### src/rtl/core/iphs_pkg.sv
`default_nettype none
package iphs_pkg;
  localparam int BUCKET_BITS = 8;
  localparam int SLOTS_PER_BUCKET = 4;
  localparam int SLOT_BITS = (SLOTS_PER_BUCKET > 1) ? $clog2(SLOTS_PER_BUCKET) : 1;
  localparam int NUM_SLOTS = (1 << BUCKET_BITS) * SLOTS_PER_BUCKET;
  localparam int IDX_BITS = $clog2(NUM_SLOTS);
  localparam int CNT_BITS = 11;
  localparam logic [31:0] JH_INIT = 32'hdeadbeef;

  localparam logic [1:0] OP_ADD = 2'd0;
  localparam logic [1:0] OP_DEL = 2'd1;
  localparam logic [1:0] OP_TEST = 2'd2;
  localparam logic [1:0] OP_SWEEP = 2'd3;

  localparam logic [2:0] ST_DONE = 3'd0;
  localparam logic [2:0] ST_FOUND = 3'd1;
  localparam logic [2:0] ST_NOT_FOUND = 3'd2;
  localparam logic [2:0] ST_COVERED = 3'd3;
  localparam logic [2:0] ST_TABLE_FULL = 3'd4;
  localparam logic [2:0] ST_BUCKET_FULL = 3'd5;
  localparam logic [2:0] ST_BAD_PREFIX = 3'd6;
  localparam logic [2:0] ST_EXPIRED = 3'd7;

  typedef struct packed {
    logic [1:0] opcode;
    logic [31:0] address;
    logic [5:0] prefix_len;
    logic [31:0] expiry_time;
    logic [31:0] current_time;
  } req_t;

  typedef struct packed {
    logic [2:0] status;
    logic [CNT_BITS-1:0] element_count;
  } rsp_t;

  // controller to datapath
  typedef struct packed {
    logic load;         // capture request
    logic hash_start;   // start hash of masked key
    logic use_probe;    // key from probe length, else request length
    logic probe_first;  // probe length to 1
    logic probe_next;   // probe length + 1
    logic scan_clear;   // slot counter to 0
    logic scan_next;    // slot counter + 1
    logic rd;           // read slot at scan address
    logic rd_sweep;     // read slot at sweep address
    logic sweep_clear;
    logic sweep_next;
    logic clear;        // clear valid bit at sweep address
    logic remove;       // remove slot held in last read address
    logic insert;       // write new entry at scan address
  } cmd_t;

  // datapath to controller
  typedef struct packed {
    logic hash_done;
    logic probe_present; // prefix count of probe length nonzero
    logic probe_last;    // probe length is 32
    logic scan_last;
    logic sweep_last;
    logic hit_valid;     // read slot valid
    logic hit_match;     // read slot matches key
    logic hit_stale;
    logic table_full;
    logic len_bad;
  } sts_t;

  function automatic logic [31:0] netmask(input logic [5:0] len);
    logic [31:0] m;
    m = '0;
    if (len != 6'd0) m = 32'hffffffff << (6'd32 - len);
    return m;
  endfunction
endpackage
`default_nettype wire

### src/rtl/core/iphs_ctrl.sv
`default_nettype none
module iphs_ctrl (
  input  wire logic clk,
  input  wire logic rst,
  input  wire logic in_valid,
  output logic in_ready,
  input  wire logic [1:0] opcode,
  output logic out_valid,
  input  wire logic out_ready,
  output logic [2:0] status,
  output iphs_pkg::cmd_t cmd,
  input  wire iphs_pkg::sts_t sts
);
  import iphs_pkg::*;

  localparam logic [3:0] S_IDLE = 4'd0;
  localparam logic [3:0] S_SW_RD = 4'd1;
  localparam logic [3:0] S_SW_CHK = 4'd2;
  localparam logic [3:0] S_T_LEN = 4'd3;
  localparam logic [3:0] S_T_HASH = 4'd4;
  localparam logic [3:0] S_T_RD = 4'd5;
  localparam logic [3:0] S_T_CHK = 4'd6;
  localparam logic [3:0] S_K_HASH = 4'd7;
  localparam logic [3:0] S_K_RD = 4'd8;
  localparam logic [3:0] S_K_CHK = 4'd9;
  localparam logic [3:0] S_OUT = 4'd10;
  localparam logic [3:0] S_K_WAIT = 4'd11;
  localparam logic [3:0] S_CLR = 4'd12;

  logic [3:0] state, state_next;
  logic [1:0] op;
  logic [2:0] status_next;
  logic after_sweep, after_sweep_next;

  assign in_ready = state == S_IDLE;
  assign out_valid = state == S_OUT;

  always_ff @(posedge clk) begin
    if (rst) begin
      state <= S_CLR;
      after_sweep <= 1'b0;
    end else begin
      state <= state_next;
      after_sweep <= after_sweep_next;
    end
    if (in_valid && in_ready) op <= opcode;
    status <= status_next;
  end

  always_comb begin
    state_next = state;
    status_next = status;
    after_sweep_next = after_sweep;
    cmd = '0;
    cmd.use_probe = 1'b1;
    unique case (state)
      S_CLR: begin
        // clearing pass over the valid bits after reset
        cmd.clear = 1'b1;
        cmd.sweep_next = 1'b1;
        if (sts.sweep_last) state_next = S_IDLE;
      end
      S_IDLE: begin
        if (in_valid) begin
          cmd.load = 1'b1;
          cmd.sweep_clear = 1'b1;
          cmd.probe_first = 1'b1;
          after_sweep_next = 1'b0;
          unique case (opcode)
            OP_SWEEP: state_next = S_SW_RD;
            OP_DEL: state_next = S_K_HASH;
            default: state_next = S_T_LEN; // add checks fullness there
          endcase
        end
      end
      S_SW_RD: begin
        cmd.rd_sweep = 1'b1;
        state_next = S_SW_CHK;
      end
      S_SW_CHK: begin
        if (sts.hit_valid && sts.hit_stale) cmd.remove = 1'b1;
        cmd.sweep_next = 1'b1;
        if (sts.sweep_last) begin
          if (op == OP_SWEEP) begin
            status_next = ST_DONE;
            state_next = S_OUT;
          end else begin
            after_sweep_next = 1'b1;
            state_next = S_T_LEN;
          end
        end else state_next = S_SW_RD;
      end
      S_T_LEN: begin
        if (op == OP_ADD && !after_sweep && sts.table_full) begin
          state_next = S_SW_RD;
        end else if (op == OP_ADD && after_sweep && sts.table_full) begin
          status_next = ST_TABLE_FULL;
          state_next = S_OUT;
        end else if (sts.probe_present) begin
          cmd.hash_start = 1'b1;
          state_next = S_T_HASH;
        end else if (sts.probe_last) begin
          status_next = ST_NOT_FOUND;
          state_next = (op == OP_ADD) ? S_K_HASH : S_OUT;
        end else cmd.probe_next = 1'b1;
        after_sweep_next = 1'b1;
      end
      S_T_HASH: begin
        cmd.scan_clear = 1'b1;
        if (sts.hash_done) state_next = S_T_RD;
      end
      S_T_RD: begin
        cmd.rd = 1'b1;
        state_next = S_T_CHK;
      end
      S_T_CHK: begin
        if (sts.hit_match) begin
          if (sts.hit_stale) begin
            cmd.remove = 1'b1;
            status_next = ST_EXPIRED;
            state_next = (op == OP_ADD) ? S_K_HASH : S_OUT;
          end else begin
            status_next = (op == OP_ADD) ? ST_COVERED : ST_FOUND;
            state_next = S_OUT;
          end
        end else if (!sts.scan_last) begin
          cmd.scan_next = 1'b1;
          state_next = S_T_RD;
        end else if (sts.probe_last) begin
          status_next = ST_NOT_FOUND;
          state_next = (op == OP_ADD) ? S_K_HASH : S_OUT;
        end else begin
          cmd.probe_next = 1'b1;
          state_next = S_T_LEN;
        end
      end
      S_K_HASH: begin
        cmd.use_probe = 1'b0;
        if (sts.len_bad) begin
          status_next = ST_BAD_PREFIX;
          state_next = S_OUT;
        end else begin
          cmd.hash_start = 1'b1;
          cmd.scan_clear = 1'b1;
          state_next = S_K_WAIT;
        end
      end
      S_K_WAIT: begin
        cmd.use_probe = 1'b0;
        cmd.scan_clear = 1'b1;
        if (sts.hash_done) state_next = S_K_RD;
      end
      S_K_RD: begin
        cmd.use_probe = 1'b0;
        cmd.rd = 1'b1;
        state_next = S_K_CHK;
      end
      S_K_CHK: begin
        cmd.use_probe = 1'b0;
        if (op == OP_DEL && sts.hit_match) begin
          cmd.remove = 1'b1;
          status_next = ST_DONE;
          state_next = S_OUT;
        end else if (op == OP_ADD && !sts.hit_valid) begin
          cmd.insert = 1'b1;
          status_next = ST_DONE;
          state_next = S_OUT;
        end else if (!sts.scan_last) begin
          cmd.scan_next = 1'b1;
          state_next = S_K_RD;
        end else begin
          status_next = (op == OP_ADD) ? ST_BUCKET_FULL : ST_NOT_FOUND;
          state_next = S_OUT;
        end
      end
      S_OUT: begin
        if (out_ready) state_next = S_IDLE;
      end
      default: state_next = S_IDLE;
    endcase
  end
endmodule
`default_nettype wire

### config.mk
export PLATFORM = sky130hd
export DESIGN_NAME = iphs_ctrl
export DESIGN_NICKNAME = d
export VERILOG_FILES = /design/src/rtl/core/iphs_pkg.sv /design/src/rtl/core/iphs_ctrl.sv
export SDC_FILE = /design/constraint.sdc
export NUM_CORES = 1
export LEC_CHECK = 0
export ABC_AREA = 1
export BUFFER_PORTS_ARGS = -buffer_cell sky130_fd_sc_hd__buf_2
export CAP_MARGIN = 20
export CORE_ASPECT_RATIO = 0.7
export CORE_MARGIN = 2
export CORE_UTILIZATION = 50
export CTS_CLUSTER_SIZE = 10
export DETAILED_ROUTE_END_ITERATION = 6
export PLACE_DENSITY = 0.86
export SYNTH_ARGS = -nofsm -noshare
export SYNTH_HDL_FRONTEND = slang
export SYNTH_SLANG_ARGS = --single-unit
export TNS_END_PERCENT = 5
### constraint.sdc
create_clock -name clk -period 2.06 [get_ports clk]
set_input_delay 0.412 -clock clk [delete_from_list [all_inputs] [get_ports clk]]
set_output_delay 0.412 -clock clk [all_outputs]
set_load 0.05 [all_outputs]
### Word level (Yosys, flattened, before mapping)

Cells that the tools add are included.

| word-level totals | value |
|---|---|
| flip-flop bits (word level) | 10 |
| bits in latches | 0 |
| bits of input ports | 16 |
| ROM bits | 0 |
| memories kept | 0 |
| output and inout port bits | 19 |
| word-level logic and storage cells | 130 |
| memory bits (writable) | 0 |

| cells by class | value |
|---|---|
| multipliers | 0 |
| div/mod/pow operators | 0 |
| reductions and logical operators | 21 |
| order comparisons | 0 |
| $add $sub $neg | 0 |
| equal/unequal tests | 30 |
| shifts and indexed selects | 0 |
| bitwise logic cells | 0 |
| mux-type cells | 75 |

Operator list:

| operator | count |
|---|---|
| two-way mux 4 bit | 18 |
| one-hot mux 4 bit (13 select lines) | 1 |
| two-way mux 3 bit | 14 |
| two-way mux 1 bit | 32 |
| equality test 4 bit, second input constant | 5 |
| inequality test 2 bit, second input constant | 9 |
| equality test 4 x 3 -> 1 bit, second input constant | 4 |
| one-hot mux 3 bit (5 select lines) | 1 |
| equality test 4 x 2 -> 1 bit, second input constant | 2 |
| logical AND 1 bit | 8 |
| one-hot mux 1 bit (2 select lines) | 4 |
| AND reduction 8 bit | 1 |
| inequality test 3 bit, second input constant | 2 |
| one-hot mux 1 bit (3 select lines) | 2 |
| one-hot mux 3 bit (2 select lines) | 1 |
| AND reduction 6 bit | 1 |
| OR reduction 2 bit | 3 |
| inequality test 5 bit, second input constant | 1 |
| nonzero test 5 bit | 1 |
| equality test 2 x 1 -> 1 bit, second input constant | 2 |
| equality test 2 bit, second input constant | 2 |
| equality test 4 x 1 -> 1 bit, second input constant | 1 |
| zero test 4 bit | 1 |
| two-way mux 2 bit | 2 |
| other kinds (7) | 8 |

### Longest topological paths before layout

Gate-level depths: netlist (run 1).

| depth | value |
|---|---|
| depth after elaboration | 7 |
| gate-level depth with buffers | 9 |

### Worst setup path before layout (run 1)

OpenSTA, ideal clock, no wires.

| path | value |
|---|---|
| path type | register -> output |
| start point | register state[1] |
| end point | output port cmd[10] (netlist name) |
| path buffers | 1 |
| path slack | -0.658 ns |
| stages on the path, launching flop included | 5 |
| arrival | 2.306 ns |
| cell sequence | dfxtp_1 > inv_1 > nand2_2 > nor3_1 > buf_4 |

RTL lines:

| element | RTL line | source |
|---|---|---|
| from (decl) | iphs_ctrl.sv:30 | `logic [3:0] state, state_next;` |
| from (signal assigned) | iphs_ctrl.sv:43 | `state <= state_next;` |
| to (decl) | iphs_ctrl.sv:11 | `output iphs_pkg::cmd_t cmd,` |

==> flow_metrics.tcl, run 1 <==
set metrics [dict create \
    run_status "finished clean" \
    vias_per_cell 5.96 \
    drive_above_1_share 0.335 \
    rows 13 \
    cp_num_buf_inv 1 \
    fin_crit_ps 2000 \
    worstMarginPinSlew_ps 405 \
    synth.distinct_cells 24 \
    syn_inst 180 \
    clk_pin_slew_ps 70 \
    core_region_area_mm2 0.00190 \
    ant_nets 0 \
    r2r_setup_slack_ps 310 \
    avgRoutedWirePerCell_um 14.8 \
    layout_setup_ws_ps 61.9 \
    synth_compound_area_frac 0.142 \
    numCtsBuffers 3 \
    seq_area_frac_synth 0.242 \
    holdCritPathClass "input pin to flop" \
    fin_setup_tns_ps 0 \
    synth_fp_nets 196 \
    crit_arrival_ps 1590 \
    rr_endpoint "status[2]$_DFFE_PP_" \
    die_h_um 42.0 \
    cts_root_buf "clkbuf_4" \
    final-hold-violation-count 0 \
    grt_pass1_wl_um 5380 \
    slew_viol_final 0 \
    critPathRequiredTime_ps 1650 \
    yosysWarnings 0 \
    pin_count 35 \
    clock_latency_ps 260 \
    synth_area_mm2 0.00103 \
    wl_um 3740 \
    place.gp.congestion 1.01 \
    crit_path_start_kind "flop" \
    path_max_fanout 7 \
    critPathCaptureType "output pin" \
    synth_area_leader_cell "nand2_1" \
    synth.ff_latch_count 10 \
    start_util 0.543 \
    min-delay-start "opcode[0]" \
    final_nets 247 \
    drt_pass1_iterations 5 \
    drt_iter0_drc 80 \
    synth_top_family_by_area "simple AND/OR/NAND/NOR gates" \
    max_slew_margin 0.727 \
    clk_path_buf_depth 2 \
    synth_simple_gate_area_share 0.495 \
    grt_pass1_vias 1221 \
    crit_type "flop to output pin" \
    ir_worst_vdd_mv 1.02 \
    skew_ps 5.48 \
    io_buffers 34 \
    syn2layout_area_growth_pct 37.0 \
    synthMuxAreaShare 0 \
    min_path_cells 1 \
    crit_chain "nor2_2 -> nand2_1 -> nor2_1 -> nand2_1 -> o21ai_1 -> buf_4" \
    regToRegStartpoint "state[3]$_SDFFE_PP1P_" \
    cts_tree "built" \
    hpwl_um 2810 \
    diodes 0 \
    cellLeakagePower_nw 0.782 \
    synth_area_leaders "nand2_1, edfxtp_1, nand3_1" \
    synth_xor_area_frac 0 \
    slowest_stage "dfxtp_2" \
    yosysTopAreaCellShare 0.163 \
    path_common_cell "nand2_1" \
    grt_max_degree 8 \
    grt_use_total 0.279 \
    pwr_density_cell_mw_per_mm2 1210 \
    antenna_found_initial 0 \
    drc 0 \
    syn-mean-instance-area_um2 5.74 \
    synthAdderAreaFrac 0 \
    vias 1503 \
    final_core_util 0.744 \
    grt_overflow 0 \
    final_common_cell "nand2_1" \
    setup_viol 0 \
    min_period_over_period 0.970 \
    hold_path_end "op[0]$_DFFE_PP_" \
    dieArea_mm2 0.00245 \
    pre_cts_ws_ps 61.3 \
    maxCapViolations 0 \
    crit_family "simple AND/OR/NAND/NOR gates" \
    fmax_mhz 500 \
    worst_path_largest_cell_delay_ps 370 \
    chipWidth_um 58.3 \
    cts_sinks 10 \
    final_cell_mix "nand2_1, buf_2, inv_1, nor2_1, nand3_1" \
    reg2reg_depth 9 \
    cts_htree_levels 1 \
]
[Yosys cell counts (all sizes together)]
library cell   n
dfxtp          5
nand2         49
inv           28
a21oi          6
o211ai         1
o22ai          2
nand3         23
or2            1
clkinv         1
nand4          3
nor2b          1
nor2          31
o311ai         1
edfxtp         5
buf            2
o2111ai        1
nor3           7
o221ai         2
a31oi          3
o31ai          1
o21ai          7
[sequential cells by signal, indices dropped and copies added, names as in the netlist]
register and cells:
state 4, status 3, op 2, after_sweep 1
[metal layers]
layer	GRT usage	wire, um	part of all wire
met4	0.0837	92	0.025
met2	0.391	1610	0.43
met5	0	0	0
met1	0.394	1410	0.38
met3	0.102	629	0.17
[how the worst max path moves through the flow]
stage	start	end	slack, ps	cells past startpoint
after CTS	state[3]$_SDFFE_PP1P_	cmd[8]	-30	6
after global placement	state[1]$_SDFFE_PP0P_	cmd[1]	120	7
after detailed placement	state[1]$_SDFFE_PP0P_	cmd[1]	60	7
after global routing	op[0]$_DFFE_PP_	cmd[12]	-30	7
after floorplan	state[2]$_SDFFE_PP1P_	cmd[9]	-290	4
final	state[3]$_SDFFE_PP1P_	cmd[12]	60	6
[per-stage QoR]
stage,instance area [um2],hold WS (ps),cells,total power [mW]
floorplan,1040,481,180,1.16
global placement,1290,498,242,1.44
detailed placement,1290,526,242,1.45
CTS,1350,362,246,1.61
global route,1420,357,252,1.82
finish,1420,367,252,1.71
[cells by family after synthesis]
family / count (synthesis)
buf+inv: 31
compound gates: 24
simple gates: 115
flops: 10
[timing repair]
action	CTS	global route
resized for setup	10	13
hold buffers	0	0
setup endpoints to repair	5	11
pin swaps	0	2
setup buffers	0	6
endpoints found under the hold margin	0	0
[where the power goes]
| part | internal [mW] | switching (mW) | leakage [nW] | total, mW |
|---|---|---|---|---|
| Sequential | 0.283 | 0.0884 | 0.0885 | 0.371 |
| Clock | 0.0746 | 0.0645 | 0.0150 | 0.139 |
| Combinational | 0.345 | 0.857 | 0.679 | 1.20 |
| Total | 0.703 | 1.01 | 0.782 | 1.71 |
[layout make-up]
type / instances / area [um2]
multi-input combinational: 139 / 704
clock buffer: 4 / 26.3
fill: 140 / 487
tap: 22 / 27.5
inverter: 29 / 110
sequential: 10 / 260
timing repair buffer: 48 / 288
Power figures use the tool's default switching activity.
==> run 2, diff against run 1 <==
- CORE_UTILIZATION: 50 -> 23
- PLACE_DENSITY: 0.86 -> 0.5
==> run 2 against run 1 <==
Net effect: sequential power fell by 5%; register-to-register slack is essentially flat; cell area increased by 2.6%; largest cell class unchanged; clock power is 88% higher; global-route usage fell by 12 points.
==> flow_metrics.tcl, run 2 (synthesis gave the netlist of run 1 again) <==
set metrics [dict create \
    critPathRequiredTime_ps 1650 \
    drt_iter0_drc 156 \
    place_area_mm2 0.00133 \
    run_status "finished clean" \
    grt_overflow 0 \
    die_h_um 60.1 \
    clk_pin_slew_ps 50 \
    vias 1349 \
    path_max_fanout 6 \
    crit_type "flop to output pin" \
    grt_max_degree 8 \
    core_region_area_mm2 0.00433 \
    critPathCaptureType "output pin" \
    syn2layout_area_growth_pct 40.7 \
    min_period_over_period 0.989 \
    grt_use_total 0.157 \
    maxCapViolations 0 \
    cts_tree "built" \
    avgRoutedWirePerCell_um 13.7 \
    holdCritPathClass "input pin to flop" \
    holdWs_ps 384 \
    antenna_found_initial 0 \
    start_util 0.239 \
    slew_viol_final 0 \
    cellLeakagePower_nw 0.757 \
    place.gp.congestion 0.886 \
    final_cell_mix "nand2_1, buf_2, inv_1, nor2_1, nand3_1" \
    hpwl_um 3230 \
    diodes 0 \
    chipWidth_um 84.1 \
    worstMarginPinSlew_ps 458 \
    largest_reg_flops 4 \
    skew_ps 6.28 \
    fin_setup_tns_ps 0 \
    fmax_mhz 491 \
    cts_htree_levels 1 \
    ant_nets 0 \
    grt_pass1_wl_um 6120 \
    register_area_um2 258 \
    max_slew_margin 0.692 \
    cts_setup_buffers 0 \
    pwr_density_cell_mw_per_mm2 1250 \
    rsz0062_at_grt "true" \
    numCtsBuffers 3 \
    crit_arrival_ps 1630 \
    setup_viol 0 \
    top_regs "state: 4 flops, status: 3 flops, op: 2 flops" \
    dieArea_mm2 0.00505 \
    place_inst 275 \
    regMostFlops "state" \
    grt_pass1_vias 1198 \
    final_nets 241 \
    ir_worst_vdd_mv 0.509 \
    cts_root_buf "clkbuf_8" \
    final_cells 279 \
    drive_above_1_share 0.321 \
    wl_um 3810 \
    final_cell_area_mm2 0.00145 \
    crit_path_start_kind "flop" \
    hold_buffers 0 \
    rows 20 \
    multi_input_area_um2 711 \
    fillers 486 \
    final_core_util 0.336 \
    drc 0 \
    cts_sinks 10 \
    io_buffers 34 \
    drt_pass1_iterations 4 \
    final_common_cell "nand2_1" \
    clock_latency_ps 250 \
    final-hold-violation-count 0 \
    fin_crit_ps 2040 \
    pin_count 35 \
    vias_per_cell 4.84 \
    clk_path_buf_depth 2 \
]
[run 2: cell count changes in the layout (fill, tap and decap cells not counted), sizes merged]
cell,previous run,this run
buf,47,41
[run 2: final timing paths]
kind / from / endpoint / slack, ps / cells after the start
setup reg to reg: state[3]$_SDFFE_PP1P_ / status[2]$_DFFE_PP_ / 300 / 9
hold reg to reg: state[0]$_SDFFE_PP0P_ / state[0]$_SDFFE_PP0P_ / 500 / 2
setup / recovery: state[0]$_SDFFE_PP0P_ / cmd[13] / 20 / 5
hold / removal: opcode[0] / op[0]$_DFFE_PP_ / 380 / 1
[run 2: critical path: stages, from the launching register on]
cell and delay (ps):
dfxtp_2 340, buf_4 160, inv_1 90, nand2_2 130
nor3_4 320, buf_2 330
[run 2: area by class of cell]
class	instances	area share
Multi-Input combinational cell	139	0.489
Sequential cell	10	0.177
Timing Repair Buffer	42	0.173
Inverter	29	0.0757
Tap cell	55	0.0473
Clock buffer	4	0.0379
[run 2: power by group]
| group | switching, mW | internal (mW) | leakage, nW |
|---|---|---|---|
| Combinational | 0.868 | 0.335 | 0.640 |
| Sequential | 0.0716 | 0.281 | 0.0882 |
| Clock | 0.0914 | 0.169 | 0.0288 |
[run 2: metal layers]
layer	up-vias	global-route usage	share of wire
met4	0	0.0276	0.0055
li1	684	-	-
met3	3	0.0511	0.097
met1	604	0.244	0.54
met5	-	0	0
met2	58	0.206	0.36
[run 2: what timing repair did]
item                                    in CTS  in global routing
pin swaps                                    0                  1
endpoints found under the setup margin       9                 10
gates cloned                                 0                  0
gates resized for setup                     10                 17
[run 2: through the flow]
step	setup WS [ps]	power [mW]
after floorplan	-287	1.16
after global placement	66.5	1.49
after detailed placement	121	1.47
after CTS	-50.7	1.77
after global routing	-37.4	1.92
final	22.7	1.82
